==> config.mk <==
export PLATFORM = sky130hd
export DESIGN_NAME = rocket_vertical_euler_step_top
export DESIGN_NICKNAME = d
export VERILOG_FILES = /design/src/rtl/core/rves_pkg.sv /design/src/rtl/core/rocket_vertical_euler_step_top.sv
export SDC_FILE = /design/constraint.sdc
export NUM_CORES = 2
export LEC_CHECK = 0
export BUFFER_PORTS_ARGS = -buffer_cell sky130_fd_sc_hd__buf_2
export CORE_ASPECT_RATIO = 0.75
export CORE_MARGIN = 2
export CORE_UTILIZATION = 35
export DETAILED_ROUTE_END_ITERATION = 12
export SLEW_MARGIN = 5
export SYNTH_ARGS = -nofsm -noshare
export SYNTH_HDL_FRONTEND = slang
export SYNTH_SLANG_ARGS = --single-unit
==> constraint.sdc <==
create_clock -name clock -period 12.7 [get_ports clock]
set_clock_uncertainty 0.1 [all_clocks]
set_input_delay 0 -clock clock [delete_from_list [all_inputs] [get_ports clock]]
set_output_delay 0 -clock clock [all_outputs]
set_load 0.01 [all_outputs]
==> src/rtl/core/rves_pkg.sv <==
`timescale 1ns / 1ps
// Shared types, constants and helpers for the vertical rocket Euler step block.
package rves_pkg;

   localparam int Q_W       = 48;
   localparam int CSR_IDX_W = 3;

   typedef logic [Q_W-1:0]       q48_type;
   typedef logic [CSR_IDX_W-1:0] csr_idx_type;
   typedef logic [16:0]          throttle_type;

   // Configuration register indexes
   localparam csr_idx_type CSR_DRY_MASS    = 3'd0;
   localparam csr_idx_type CSR_PROP_MASS   = 3'd1;
   localparam csr_idx_type CSR_MAX_THRUST  = 3'd2;
   localparam csr_idx_type CSR_SPEC_IMP    = 3'd3;
   localparam csr_idx_type CSR_GRAVITY     = 3'd4;
   localparam csr_idx_type CSR_TIME_STEP   = 3'd5;

   // Reset values of the configuration and of the vehicle mass
   localparam q48_type     RST_DRY_MASS   = 48'd131072000;
   localparam q48_type     RST_PROP_MASS  = 48'd655360000;
   localparam q48_type     RST_MAX_THRUST = 48'd9830400000;
   localparam logic [31:0] RST_SPEC_IMP   = 32'd19660800;
   localparam logic [23:0] RST_GRAVITY    = 24'd642908;
   localparam logic [15:0] RST_TIME_STEP  = 16'd655;
   localparam q48_type     RST_MASS       = 48'd786432000;

   // Standard gravity 9.81 in Q4.16, used for propellant flow only
   localparam logic [19:0] G0_Q816 = 20'd642908;

   localparam throttle_type THROTTLE_FULL = 17'd65536;

   localparam q48_type U48_MAX = 48'hFFFF_FFFF_FFFF;
   localparam q48_type SMAX48  = 48'h7FFF_FFFF_FFFF;
   localparam q48_type SMIN48  = 48'h8000_0000_0000;

   // Last step index of each serial phase
   localparam logic [6:0] FORCE_LAST = 7'd23;
   localparam logic [6:0] FLOW_LAST  = 7'd19;
   localparam logic [6:0] DIV_LAST   = 7'd79;
   localparam logic [6:0] SCALE_LAST = 7'd15;

   // Clamp a 49-bit signed sum to the signed 48-bit range
   function automatic q48_type sat_s48(input logic [Q_W:0] v);
      q48_type r;
      if (v[Q_W] != v[Q_W-1]) begin
         r = v[Q_W] ? SMIN48 : SMAX48;
      end else begin
         r = v[Q_W-1:0];
      end
      return r;
   endfunction

endpackage

==> src/rtl/core/rocket_vertical_euler_step_top.sv <==
`timescale 1ns / 1ps
// Vertical rocket state integrator: one explicit Euler step per tick, bit-serial datapath.
//
// A throttle command (req_tuser = 0) is clamped to 0..1.0 and stored, and gives no
// response. A tick (req_tuser = 1) runs one Euler step and returns altitude,
// velocity and mass. A tick occupies the block from its transfer until its result is
// registered, and no new item is taken meanwhile; the block also waits before that
// while rsp_tready is held low and an earlier result is still unsent. The time is set
// by the shift-add multipliers, one multiplier bit per cycle (for thrust and weight,
// for flow and its divisor, and for the two dt scalings), and above all by the two
// restoring dividers for propellant flow and acceleration, which run side by side and
// retire one quotient bit per cycle over an 80-bit dividend. Any write to a used
// configuration index resets altitude and velocity to zero and mass to dry plus
// propellant mass; writes are taken only while no tick is in progress.
module rocket_vertical_euler_step_top
   import rves_pkg::*;
(
   input  logic                 clock,
   input  logic                 reset,
   input  logic                 req_tvalid,
   output logic                 req_tready,
   input  logic [23:0]          req_tdata,   // [17:0] throttle_command, [23:18] zero
   input  logic                 req_tuser,   // [0] action
   output logic                 rsp_tvalid,
   input  logic                 rsp_tready,
   output logic [143:0]         rsp_tdata,   // [47:0] altitude, [95:48] velocity,
                                             // [143:96] vehicle_mass
   input  logic                 csr_valid,
   output logic                 csr_ready,
   input  logic [CSR_IDX_W-1:0] csr_index,
   input  logic [Q_W-1:0]       csr_data
);

   localparam logic [3:0] ST_IDLE    = 4'd0;
   localparam logic [3:0] ST_FORCE   = 4'd1;
   localparam logic [3:0] ST_LD_FLOW = 4'd2;
   localparam logic [3:0] ST_FLOW    = 4'd3;
   localparam logic [3:0] ST_LD_DIV  = 4'd4;
   localparam logic [3:0] ST_DIVIDE  = 4'd5;
   localparam logic [3:0] ST_LD_VEL  = 4'd6;
   localparam logic [3:0] ST_VEL     = 4'd7;
   localparam logic [3:0] ST_UPD_VEL = 4'd8;
   localparam logic [3:0] ST_LD_ALT  = 4'd9;
   localparam logic [3:0] ST_ALT     = 4'd10;
   localparam logic [3:0] ST_UPD_ALT = 4'd11;
   localparam logic [3:0] ST_FINISH  = 4'd12;

   // control and architectural state
   logic [3:0]   state_ff, state_in;
   logic [6:0]   cnt_ff, cnt_in;
   logic         rsp_valid_ff, rsp_valid_in;
   q48_type      dry_ff, dry_in;
   q48_type      prop_ff, prop_in;
   q48_type      max_thrust_ff, max_thrust_in;
   logic [31:0]  isp_ff, isp_in;
   logic [23:0]  grav_ff, grav_in;
   logic [15:0]  dt_ff, dt_in;
   throttle_type throttle_ff, throttle_in;
   q48_type      alt_ff, alt_in;
   q48_type      vel_ff, vel_in;
   q48_type      mass_ff, mass_in;

   // datapath
   q48_type      a_acc_ff, a_acc_in;
   logic [23:0]  a_mul_ff, a_mul_in;
   q48_type      a_mcand_ff, a_mcand_in;
   q48_type      b_acc_ff, b_acc_in;
   logic [23:0]  b_mul_ff, b_mul_in;
   q48_type      b_mcand_ff, b_mcand_in;
   logic [51:0]  d1_rem_ff, d1_rem_in;
   logic [79:0]  d1_quo_ff, d1_quo_in;
   logic [51:0]  d1_den_ff, d1_den_in;
   q48_type      d2_rem_ff, d2_rem_in;
   logic [79:0]  d2_quo_ff, d2_quo_in;
   logic         burn_ff, burn_in;
   q48_type      thrust_ff, thrust_in;
   q48_type      weight_ff, weight_in;
   logic         net_neg_ff, net_neg_in;
   logic         net_zero_ff, net_zero_in;
   logic         neg_ff, neg_in;
   q48_type      dm_ff, dm_in;
   logic [143:0] rsp_data_ff, rsp_data_in;

   logic         csr_fire;
   logic         req_fire;
   logic         csr_hit;
   logic [Q_W:0] init_mass;
   logic [Q_W:0] a_sum;
   logic [Q_W:0] b_sum;
   logic [52:0]  d1_t;
   logic [52:0]  d1_diff;
   logic         d1_ge;
   logic [Q_W:0] d2_t;
   logic [Q_W:0] d2_diff;
   logic         d2_ge;
   logic [55:0]  force_a;
   logic [55:0]  force_b;
   logic [63:0]  flow_p;
   logic [51:0]  flow_den;
   logic         tw_ge;
   q48_type      net_mag;
   q48_type      accel_mag;
   logic         d2_ovf;
   logic [Q_W:0] vel_sum;
   logic [Q_W:0] alt_sum;
   q48_type      mass_left;
   q48_type      vel_abs;
   logic         grounded;

   assign csr_ready  = (state_ff == ST_IDLE);
   assign req_tready = (state_ff == ST_IDLE) && !csr_valid;
   assign csr_fire   = csr_valid && csr_ready;
   assign req_fire   = req_tvalid && req_tready;
   assign rsp_tvalid = rsp_valid_ff;
   assign rsp_tdata  = rsp_data_ff;

   // shift-add multiplier steps, one multiplier bit per cycle
   assign a_sum = {1'b0, a_acc_ff} + (a_mul_ff[0] ? {1'b0, a_mcand_ff} : '0);
   assign b_sum = {1'b0, b_acc_ff} + (b_mul_ff[0] ? {1'b0, b_mcand_ff} : '0);

   // restoring divider steps, one quotient bit per cycle
   assign d1_t    = {d1_rem_ff, d1_quo_ff[79]};
   assign d1_ge   = d1_t >= {1'b0, d1_den_ff};
   assign d1_diff = d1_t - {1'b0, d1_den_ff};
   assign d2_t    = {d2_rem_ff, d2_quo_ff[79]};
   assign d2_ge   = d2_t >= {1'b0, mass_ff};
   assign d2_diff = d2_t - {1'b0, mass_ff};

   // product views: low product bits sit at the top of the multiplier register
   assign force_a  = {a_acc_ff, a_mul_ff[23:16]};
   assign force_b  = {b_acc_ff, b_mul_ff[23:16]};
   assign flow_p   = {a_acc_ff[43:0], a_mul_ff[23:4]};
   assign flow_den = {b_acc_ff[31:0], b_mul_ff[23:4]};

   assign tw_ge   = thrust_ff >= weight_ff;
   assign net_mag = tw_ge ? (thrust_ff - weight_ff) : (weight_ff - thrust_ff);

   assign d2_ovf = |d2_quo_ff[79:48];
   always_comb begin
      if (net_zero_ff) begin
         accel_mag = '0;
      end else if (!net_neg_ff) begin
         accel_mag = (d2_ovf || d2_quo_ff[47]) ? SMAX48 : {1'b0, d2_quo_ff[46:0]};
      end else begin
         accel_mag = (d2_ovf || (d2_quo_ff[47] && (|d2_quo_ff[46:0]))) ?
                     SMIN48 : d2_quo_ff[47:0];
      end
   end

   assign vel_sum = neg_ff ? ({vel_ff[Q_W-1], vel_ff} - {1'b0, a_acc_ff})
                           : ({vel_ff[Q_W-1], vel_ff} + {1'b0, a_acc_ff});
   assign alt_sum = neg_ff ? ({alt_ff[Q_W-1], alt_ff} - {1'b0, a_acc_ff})
                           : ({alt_ff[Q_W-1], alt_ff} + {1'b0, a_acc_ff});
   assign mass_left = (dm_ff >= mass_ff) ? '0 : (mass_ff - dm_ff);
   assign vel_abs   = vel_ff[Q_W-1] ? (q48_type'(0) - vel_ff) : vel_ff;
   assign grounded  = alt_ff[Q_W-1] || (alt_ff == '0);

   always_comb begin
      state_in      = state_ff;
      cnt_in        = cnt_ff;
      rsp_valid_in  = rsp_valid_ff && !rsp_tready;
      dry_in        = dry_ff;
      prop_in       = prop_ff;
      max_thrust_in = max_thrust_ff;
      isp_in        = isp_ff;
      grav_in       = grav_ff;
      dt_in         = dt_ff;
      throttle_in   = throttle_ff;
      alt_in        = alt_ff;
      vel_in        = vel_ff;
      mass_in       = mass_ff;
      a_acc_in      = a_acc_ff;
      a_mul_in      = a_mul_ff;
      a_mcand_in    = a_mcand_ff;
      b_acc_in      = b_acc_ff;
      b_mul_in      = b_mul_ff;
      b_mcand_in    = b_mcand_ff;
      d1_rem_in     = d1_rem_ff;
      d1_quo_in     = d1_quo_ff;
      d1_den_in     = d1_den_ff;
      d2_rem_in     = d2_rem_ff;
      d2_quo_in     = d2_quo_ff;
      burn_in       = burn_ff;
      thrust_in     = thrust_ff;
      weight_in     = weight_ff;
      net_neg_in    = net_neg_ff;
      net_zero_in   = net_zero_ff;
      neg_in        = neg_ff;
      dm_in         = dm_ff;
      rsp_data_in   = rsp_data_ff;
      csr_hit       = 1'b0;
      init_mass     = '0;

      case (state_ff)
         ST_IDLE: begin
            if (csr_fire) begin
               csr_hit = 1'b1;
               case (csr_index)
                  CSR_DRY_MASS:   dry_in        = csr_data;
                  CSR_PROP_MASS:  prop_in       = csr_data;
                  CSR_MAX_THRUST: max_thrust_in = csr_data;
                  CSR_SPEC_IMP:   isp_in        = csr_data[31:0];
                  CSR_GRAVITY:    grav_in       = csr_data[23:0];
                  CSR_TIME_STEP:  dt_in         = csr_data[15:0];
                  default:        csr_hit       = 1'b0;
               endcase
               init_mass = {1'b0, dry_in} + {1'b0, prop_in};
               if (csr_hit) begin
                  alt_in  = '0;
                  vel_in  = '0;
                  mass_in = init_mass[Q_W] ? U48_MAX : init_mass[Q_W-1:0];
               end
            end else if (req_fire) begin
               if (!req_tuser) begin
                  // negative clamps to zero, anything from 1.0 up to full
                  if (req_tdata[17]) begin
                     throttle_in = '0;
                  end else if (req_tdata[16]) begin
                     throttle_in = THROTTLE_FULL;
                  end else begin
                     throttle_in = {1'b0, req_tdata[15:0]};
                  end
               end else begin
                  burn_in    = (mass_ff > dry_ff) && (throttle_ff != '0);
                  a_acc_in   = '0;
                  a_mcand_in = ((mass_ff > dry_ff) && (throttle_ff != '0)) ?
                               max_thrust_ff : '0;
                  a_mul_in   = {7'b0, throttle_ff};
                  b_acc_in   = '0;
                  b_mcand_in = mass_ff;
                  b_mul_in   = grav_ff;
                  cnt_in     = '0;
                  state_in   = ST_FORCE;
               end
            end
         end

         ST_FORCE, ST_FLOW: begin
            a_acc_in = a_sum[Q_W:1];
            a_mul_in = {a_sum[0], a_mul_ff[23:1]};
            b_acc_in = b_sum[Q_W:1];
            b_mul_in = {b_sum[0], b_mul_ff[23:1]};
            cnt_in   = cnt_ff + 7'd1;
            if (state_ff == ST_FORCE && cnt_ff == FORCE_LAST) begin
               state_in = ST_LD_FLOW;
            end else if (state_ff == ST_FLOW && cnt_ff == FLOW_LAST) begin
               state_in = ST_LD_DIV;
            end
         end

         ST_LD_FLOW: begin
            thrust_in  = force_a[Q_W-1:0];
            weight_in  = (|force_b[55:48]) ? U48_MAX : force_b[Q_W-1:0];
            a_acc_in   = '0;
            a_mcand_in = force_a[Q_W-1:0];
            a_mul_in   = {8'b0, dt_ff};
            b_acc_in   = '0;
            b_mcand_in = {16'b0, isp_ff};
            b_mul_in   = {4'b0, G0_Q816};
            cnt_in     = '0;
            state_in   = ST_FLOW;
         end

         ST_LD_DIV: begin
            d1_rem_in   = '0;
            d1_quo_in   = {flow_p, 16'b0};
            d1_den_in   = flow_den;
            d2_rem_in   = '0;
            d2_quo_in   = {16'b0, net_mag, 16'b0};
            net_neg_in  = !tw_ge;
            net_zero_in = (thrust_ff == weight_ff);
            cnt_in      = '0;
            state_in    = ST_DIVIDE;
         end

         ST_DIVIDE: begin
            d1_rem_in = d1_ge ? d1_diff[51:0] : d1_t[51:0];
            d1_quo_in = {d1_quo_ff[78:0], d1_ge};
            d2_rem_in = d2_ge ? d2_diff[Q_W-1:0] : d2_t[Q_W-1:0];
            d2_quo_in = {d2_quo_ff[78:0], d2_ge};
            cnt_in    = cnt_ff + 7'd1;
            if (cnt_ff == DIV_LAST) begin
               state_in = ST_LD_VEL;
            end
         end

         ST_LD_VEL: begin
            // no burn means no flow, even when the divisor is zero
            if (!burn_ff) begin
               dm_in = '0;
            end else begin
               dm_in = (|d1_quo_ff[79:48]) ? U48_MAX : d1_quo_ff[47:0];
            end
            a_acc_in   = '0;
            a_mcand_in = accel_mag;
            a_mul_in   = {8'b0, dt_ff};
            neg_in     = net_neg_ff;
            cnt_in     = '0;
            state_in   = ST_VEL;
         end

         ST_VEL, ST_ALT: begin
            a_acc_in = a_sum[Q_W:1];
            a_mul_in = {a_sum[0], a_mul_ff[23:1]};
            cnt_in   = cnt_ff + 7'd1;
            if (cnt_ff == SCALE_LAST) begin
               state_in = (state_ff == ST_VEL) ? ST_UPD_VEL : ST_UPD_ALT;
            end
         end

         ST_UPD_VEL: begin
            vel_in   = sat_s48(vel_sum);
            mass_in  = mass_left;
            state_in = ST_LD_ALT;
         end

         ST_LD_ALT: begin
            if (mass_ff < dry_ff) begin
               mass_in = dry_ff;
            end
            a_acc_in   = '0;
            a_mcand_in = vel_abs;
            a_mul_in   = {8'b0, dt_ff};
            neg_in     = vel_ff[Q_W-1];
            cnt_in     = '0;
            state_in   = ST_ALT;
         end

         ST_UPD_ALT: begin
            alt_in   = sat_s48(alt_sum);
            state_in = ST_FINISH;
         end

         ST_FINISH: begin
            // hold until the output slot is free, then land the vehicle if needed
            if (!rsp_valid_ff || rsp_tready) begin
               rsp_valid_in = 1'b1;
               if (grounded) begin
                  alt_in      = '0;
                  vel_in      = '0;
                  rsp_data_in = {mass_ff, 48'b0, 48'b0};
               end else begin
                  rsp_data_in = {mass_ff, vel_ff, alt_ff};
               end
               state_in = ST_IDLE;
            end
         end

         default: begin
            state_in = ST_IDLE;
         end
      endcase
   end

   always_ff @(posedge clock) begin
      if (reset) begin
         state_ff      <= ST_IDLE;
         cnt_ff        <= '0;
         rsp_valid_ff  <= 1'b0;
         dry_ff        <= RST_DRY_MASS;
         prop_ff       <= RST_PROP_MASS;
         max_thrust_ff <= RST_MAX_THRUST;
         isp_ff        <= RST_SPEC_IMP;
         grav_ff       <= RST_GRAVITY;
         dt_ff         <= RST_TIME_STEP;
         throttle_ff   <= '0;
         alt_ff        <= '0;
         vel_ff        <= '0;
         mass_ff       <= RST_MASS;
      end else begin
         state_ff      <= state_in;
         cnt_ff        <= cnt_in;
         rsp_valid_ff  <= rsp_valid_in;
         dry_ff        <= dry_in;
         prop_ff       <= prop_in;
         max_thrust_ff <= max_thrust_in;
         isp_ff        <= isp_in;
         grav_ff       <= grav_in;
         dt_ff         <= dt_in;
         throttle_ff   <= throttle_in;
         alt_ff        <= alt_in;
         vel_ff        <= vel_in;
         mass_ff       <= mass_in;
      end
   end

   always_ff @(posedge clock) begin
      a_acc_ff    <= a_acc_in;
      a_mul_ff    <= a_mul_in;
      a_mcand_ff  <= a_mcand_in;
      b_acc_ff    <= b_acc_in;
      b_mul_ff    <= b_mul_in;
      b_mcand_ff  <= b_mcand_in;
      d1_rem_ff   <= d1_rem_in;
      d1_quo_ff   <= d1_quo_in;
      d1_den_ff   <= d1_den_in;
      d2_rem_ff   <= d2_rem_in;
      d2_quo_ff   <= d2_quo_in;
      burn_ff     <= burn_in;
      thrust_ff   <= thrust_in;
      weight_ff   <= weight_in;
      net_neg_ff  <= net_neg_in;
      net_zero_ff <= net_zero_in;
      neg_ff      <= neg_in;
      dm_ff       <= dm_in;
      rsp_data_ff <= rsp_data_in;
   end

endmodule

# ---- After elaboration in Yosys (flattened, before gate mapping)
# Cells that the tools add are included.
dict set report totals {
  regBits 1233
  in_bits 81
  output_inout_bits 147
  wordCells 231
}
dict set report op_classes {
  addsub 14
  magnitude_cmp 6
  n_eq_ne 35
  n_mux 83
  n_bitwise 2
  reduce_logical 58
}
# op n
set op_table {}
lappend op_table {{$mux W48} 38}
lappend op_table {{$pmux W48 S3} 5}
lappend op_table {{$pmux W80 S2} 2}
lappend op_table {{$pmux W48 S2} 2}
lappend op_table {{$pmux W48 S4} 1}
lappend op_table {{$sub A48 B48 Y48} 4}
lappend op_table {{$add A48 B48 Y49} 3}
lappend op_table {{$mux W24} 6}
lappend op_table {{$pmux W24 S3} 2}
lappend op_table {{$pmux W52 S2} 1}
lappend op_table {{$add A49 B48 Y49} 2}
lappend op_table {{$mux W49} 2}
lappend op_table {{$sub A49 B48 Y49} 2}
lappend op_table {{$ge A48 B48 Y1} 2}
lappend op_table {{$reduce_or A32 Y1} 2}
lappend op_table {{$ge A53 B52 Y1} 1}
lappend op_table {{$mux W52} 1}
lappend op_table {{$sub A52 B52 Y52} 1}
lappend op_table {{$ge A49 B48 Y1} 1}
lappend op_table {{$eq A48 B48 Y1} 1}
lappend op_table {{$gt A48 B48 Y1} 1}
lappend op_table {{$logic_not A48 Y1} 1}
lappend op_table {{$lt A48 B48 Y1} 1}
lappend op_table {{$sub A1 B48 Y48 const A} 1}
lappend op_table {{other kinds (46)} 115}

# ---- Logic depth before layout (Yosys ltp)
dict set report logic_depth {
  depth_word 9
  mapped_depth 24
  depth_no_buf 21
}

# ---- Worst setup path before layout
# Ideal clock, no wire load.
dict set report synth_path {
  path_type {reg2reg}
  start {reg state_ff[2]}
  end {reg cnt_ff[5]}
  setup_ns 0.071
  t_arrival_ns 13.315
  t_required_ns 12.529
  setup_slack_ns -0.786
  path_stages_with_launch 9
  period_less_slack_ns 13.486
  cell_sequence {dfxtp_1 > clkbuf_1 > nand2b_1 > nor2_1 > or2_2 > clkbuf_1 > nand4_1 > or3_1 > a21oi_1}
}
dict set report synth_between {
  elab_chain_cells 5
  elab_cells_between_ends 21
  cone_classes {12 x eq/ne; 1 x mux; 8 x reduce/logical}
}
# element line
set synth_rtl {}
lappend synth_rtl {{from (decl)} rocket_vertical_euler_step_top.sv:49} ;# logic [3:0] state_ff, state_in;
lappend synth_rtl {{from (signal assigned)} rocket_vertical_euler_step_top.sv:371} ;# state_ff <= state_in;
lappend synth_rtl {{parallel branches: the longest is 5 deep, another holds $reduce_or A5 Y1} n/a}
lappend synth_rtl {{to (signal assigned)} rocket_vertical_euler_step_top.sv:372} ;# cnt_ff <= cnt_in;
lappend synth_rtl {{to (decl)} rocket_vertical_euler_step_top.sv:50} ;# logic [6:0] cnt_ff, cnt_in;
# Several ways; the timed one is not identified.
# A chain may end at the register's enable or synchronous reset.

# ---- Final worst setup path
dict set report layout_path {
  start {reg a_acc_ff[19]}
  end {reg vel_ff[4]}
}
dict set report layout_between {
  elab_chain_cells 5
  elab_cells_between_ends 7
  cone_classes {2 x add/sub; 1 x eq/ne; 4 x mux}
}
# element line
set layout_rtl {}
lappend layout_rtl {{from (decl)} rocket_vertical_euler_step_top.sv:64} ;# q48_type a_acc_ff, a_acc_in;
lappend layout_rtl {{from (signal assigned)} rocket_vertical_euler_step_top.sv:388} ;# a_acc_ff <= a_acc_in;
lappend layout_rtl {{$add A49 B48 Y49 or $sub A49 B48 Y49 (tied branches)} {rocket_vertical_euler_step_top.sv:151, rocket_vertical_euler_step_top.sv:150}}
lappend layout_rtl {{$mux W49 (*)} rocket_vertical_euler_step_top.sv:150} ;# assign vel_sum = neg_ff ? ({vel_ff[Q_W-1], vel_ff} - {1'b0, a_acc_ff})
lappend layout_rtl {{$mux W48 or $ne A1 B1 Y1 (tied branches)} {rves_pkg.sv:48, rves_pkg.sv:47}}
lappend layout_rtl {{$mux W48 (*)} rves_pkg.sv:47} ;# if (v[Q_W] != v[Q_W-1]) begin
lappend layout_rtl {{$pmux W48 S3 (*)} rocket_vertical_euler_step_top.sv:194} ;# case (state_ff)
lappend layout_rtl {{to (signal assigned)} rocket_vertical_euler_step_top.sv:382} ;# vel_ff <= vel_in;
lappend layout_rtl {{to (decl)} rocket_vertical_euler_step_top.sv:60} ;# q48_type vel_ff, vel_in;
# Every way passes the cells marked *; elsewhere a longest branch is shown, timed or not.

==> impl_metrics.csv <==
group,metric,value,unit
run_status,outcome,"completed",
worst_setup_path,critical_path.endpoint_type,"flop",
sta,finalWorstPathRequiredPeriod,7849,ps
worst_setup_path,critical_path.slowest_cell,"sky130_fd_sc_hd__nor3_1",
detailed_routing,initialDrtViolationCount,7834,
detailed_routing,dr_wl_met2,116200,um
yosys,seq_area_frac_synth,0.4206,
detailed_routing,routed_wire_length_per_instance,23.81,um
pwr,ir_worst_vdd,0.0002708,V
finish,fillerInstances,22200,
pwr,powerDensity,206.2,mW/mm^2
yosys,synth.ff_latch_count,1233,
yosys,syn_nets,9334,
job,cap_viol_max_count,0,
detailed_routing,dr.pass1.iters,6,
finish,area_growth,13.18,%
finish,drive_above_1_share,0.08394,
sta,finalSetupViolations,0,
yosys,synthMostInstantiatedCell,"sky130_fd_sc_hd__nand2_1",
die,placement_rows,150,
die,floorplan.initialDensity,0.3527,
grt,globalRoute.totalOverflow,0,
yosys,asyncSetResetFlopFracSynth,0,
sta,min_period_over_period,0.6180,
grt,grt_start_max_net_pins,163,
yosys,cells_after_synthesis,8733,
clock_network,clock-root-buffer,"sky130_fd_sc_hd__clkbuf_16",
hold_path,holdPathStages,4,
yosys,list_of_most_frequent_post_synthesis_cells,"sky130_fd_sc_hd__nand2_1, sky130_fd_sc_hd__edfxtp_1, sky130_fd_sc_hd__a21oi_1",
clock_network,worstSkewPairLatency,810,ps
detailed_routing,drt_drc_violations_left,0,
worst_setup_path,critical_path_startpoint_category,"flop",
clock_network,ctsHtreeMaxLevel,4,
yosys,dominantRegCellSynth,"sky130_fd_sc_hd__edfxtp_1",
hold_path,hold_path_class,"in -> reg",
die,die_y,414.9,um
sta,worst_pin_slew,1337,ps
finish,final_net_count,9492,
worst_setup_path,largest_fanout_of_any_net_on_the_critical_path,43,
placement,gp_routability_congestion,0.9660,
worst_setup_path,critPathKind,"reg -> reg",
die,num_io_pins,228,
yosys,netlist_area,0.07878,sq mm
die,die_w,551.8,um
detailed_routing,antenna_violating_nets_post_route,0,
worst_setup_path,ff2ff_path_depth,18,
detailed_routing,top_layer_used,"met5",
sta,finalMaxSlewViolations,0,
placement,numPortBuffers,221,
placement,dpl-instance-area,0.08281,sq mm
pwr,design_power_total,18.39,mW
worst_setup_path,timing.critical_path.from,"a_acc_ff[19]$_SDFFCE_PP0P_",
detailed_routing,via_cell_ratio,5.714,
grt,number_of_global_route_vias_before_repair,63230,
detailed_routing,m1WireLength,132600,um
grt,globalRouteTotalUtil,0.2418,
worst_setup_path,worstReg2RegStart,"a_acc_ff[19]$_SDFFCE_PP0P_",
finish,final_area,0.08916,sq mm
sta,fmaxAchievable,0.1274,GHz
clock_network,clk_pin_slew_worst_paths,60,ps
sta,final_hold_viol_count,0,
clock_network,clock_sinks,1233,
worst_setup_path,critical_path_arrival,8480,ps
clock_network,tritoncts,"done",
die,floorplan.core_area,0.2233,sq mm
yosys,number_of_synthesized_flops_with_an_enable_pin,844,
sta,relative_max_transition_margin,0.1017,
finish,register_area,0.03313,sq mm
hold_path,hold_start,"csr_data[43]",
sta,timing.setup.tns,0,ps
yosys,yosysTopAreaCell,"sky130_fd_sc_hd__edfxtp_1",
clock_network,tritoncts.num_buffers,139,
yosys,synth.avg_cell_area,9.021,sq um
worst_setup_path,slowest_stage_delay_on_critical_path,1040,ps
hold_path,hold_end,"max_thrust_ff[43]$_SDFFE_PP0P_",
yosys,yosys-top-cells-area,"sky130_fd_sc_hd__edfxtp_1, sky130_fd_sc_hd__dfxtp_1, sky130_fd_sc_hd__ha_1",
worst_setup_path,reg2reg_to,"vel_ff[4]$_SDFFE_PP0P_",
grt,number_of_antenna_violations_at_the_first_check_in_global_routing,19,
pwr,leakagePower,35.48,nW
worst_setup_path,cp.required,13340,ps
clock_network,cts.path.max_buffers,3,
worst_setup_path,worstPathCellList,"nor4_1, nand4_1, nor3_1, a21oi_1, xnor2_1, ha_1, a21o_1, a31oi_1, o2111a_1, o21ai_0, o22ai_2, o41ai_4, and3b_1, or3_1, xnor2_4, buf_4, o21ai_0, a21oi_1",
yosys,yosys.area.top_type_share,0.3217,
yosys,synthDistinctLibCells,110,
detailed_routing,vias,68430,
die,die_area,0.2289,sq mm
yosys,yosys_warnings,0,
sta,grt_setup_unrepaired,"false",
placement,hpwlAfterDp,213300,um
detailed_routing,dr_wl_met3,27290,um
detailed_routing,postRouteWirelength,285200,um
worst_setup_path,regToRegSetupSlack,4850,ps
grt,global_route_wire_length_before_repair,418100,um
finish,multi_input_comb_area,0.04235,sq mm
[repair_timing]
action / in CTS / in global routing
hold buffers: 166 / 0
endpoints found under the hold margin: 249 / 0
gates resized for setup: 0 / 0
setup buffers: 0 / 0
[flip-flops by register name (all words and copies together) (netlist names), 52 cells and up]
signal and count:
d1_den_ff 52, d1_rem_ff 52, d1_quo_ff 80, rsp_tdata 144
d2_quo_ff 80
[cell usage in the layout (no fill, tap or decap), drive strengths merged, types with 45 or more instances in the layout]
cell type / Yosys / final
a211oi: 59 / 59
a21o: 319 / 319
a21oi: 793 / 793
a221oi: 72 / 72
a22oi: 50 / 50
a31oi: 79 / 79
and2: 256 / 256
and3: 45 / 45
buf: 58 / 321
clkbuf: 413 / 181
clkinv: 1 / 50
dfxtp: 389 / 389
dlygate4sd3: 0 / 166
edfxtp: 844 / 844
ha: 510 / 510
inv: 458 / 469
mux2: 57 / 57
mux2i: 75 / 75
nand2: 1196 / 1196
nand2b: 95 / 95
nand3: 139 / 139
nand4: 107 / 107
nor2: 642 / 642
nor2b: 76 / 76
nor3: 121 / 121
nor4: 63 / 63
o211ai: 62 / 62
o21a: 99 / 99
o21ai: 553 / 553
o21bai: 79 / 79
o31ai: 48 / 48
or2: 68 / 68
xnor2: 346 / 346
xor2: 150 / 150
[stage by stage]
| stage | utilization | setup slack (ps) | std cells | hold WS (ps) |
|---|---|---|---|---|
| 2_1_floorplan | - | 1150 | 8733 | 23.97 |
| 3_3_place_gp | 0.3708 | 5360 | 11550 | 160.4 |
| 3_5_place_dp | 0.3708 | 5233 | 11550 | 162.6 |
| 4_1_cts | 0.3991 | 5218 | 11970 | 1.619 |
| 5_1_grt | 0.3991 | 4786 | 11970 | 39.08 |
| 6_report | 0.3992 | 4851 | 11980 | 63.34 |
[routing by layer]
| layer | vias to the layer above | GRT usage |
|---|---|---|
| met5 | - | 0 |
| met4 | 6 | 0.07379 |
| met3 | 419 | 0.04976 |
| met2 | 3055 | 0.3398 |
| met1 | 33340 | 0.3658 |
| li1 | 31610 | - |
[worst max path at each step]
stage / end / slack [ps] / cells past startpoint
final: vel_ff[4]$_SDFFE_PP0P_ / 4850 / 18
after global routing: vel_ff[13]$_SDFFE_PP0P_ / 4790 / 18
after CTS: vel_ff[4]$_SDFFE_PP0P_ / 5220 / 18
after detailed placement: vel_ff[4]$_SDFFE_PP0P_ / 5230 / 18
after global placement: vel_ff[28]$_SDFFE_PP0P_ / 5360 / 18
after floorplan: rsp_tdata[0]$_SDFFCE_PN0P_ / 1150 / 4
[logic make-up after synthesis]
group,count (synthesis),share of synthesized area
and+or+nand+nor,2911,0.1710
buffers and inverters,930,0.04492
xor gates and xnor gates,506,0.05924
other,1,0.00004760
AOI/OAI and AO/OA,2472,0.1994
adders and majority gates,548,0.08713
DFF,1233,0.4206
muxes,132,0.01768
[worst max-delay path, delay by kind of cell, from the launching register on]
family,cells,cell delay [ps]
AND/OR/NAND/NOR,5,3470
adder cells (fa/ha/maj),1,400
XOR/XNOR,2,660
flip-flops,1,730
AO/OA/AOI/OAI,9,1870
buffers and inverters,1,500
[power breakdown]
part	switching [mW]	internal, mW	leakage, nW
sequential	0.846	5.46	10.7
clock	1.82	2.36	2.27
combinational	5.11	2.80	22.5
total	7.77	10.6	35.5
[final cells by class]
class                      count  share of cell area
multi-input combinational   6570              0.4750
sequential                  1233              0.3716
clock buffer                 180             0.04318
tap                         2964             0.04159
timing repair buffer         488             0.03992
inverter                     459             0.01932
clock inverter                76            0.009234
antenna                        6           0.0001684
Note: power is estimated with default switching activity, not from simulation.
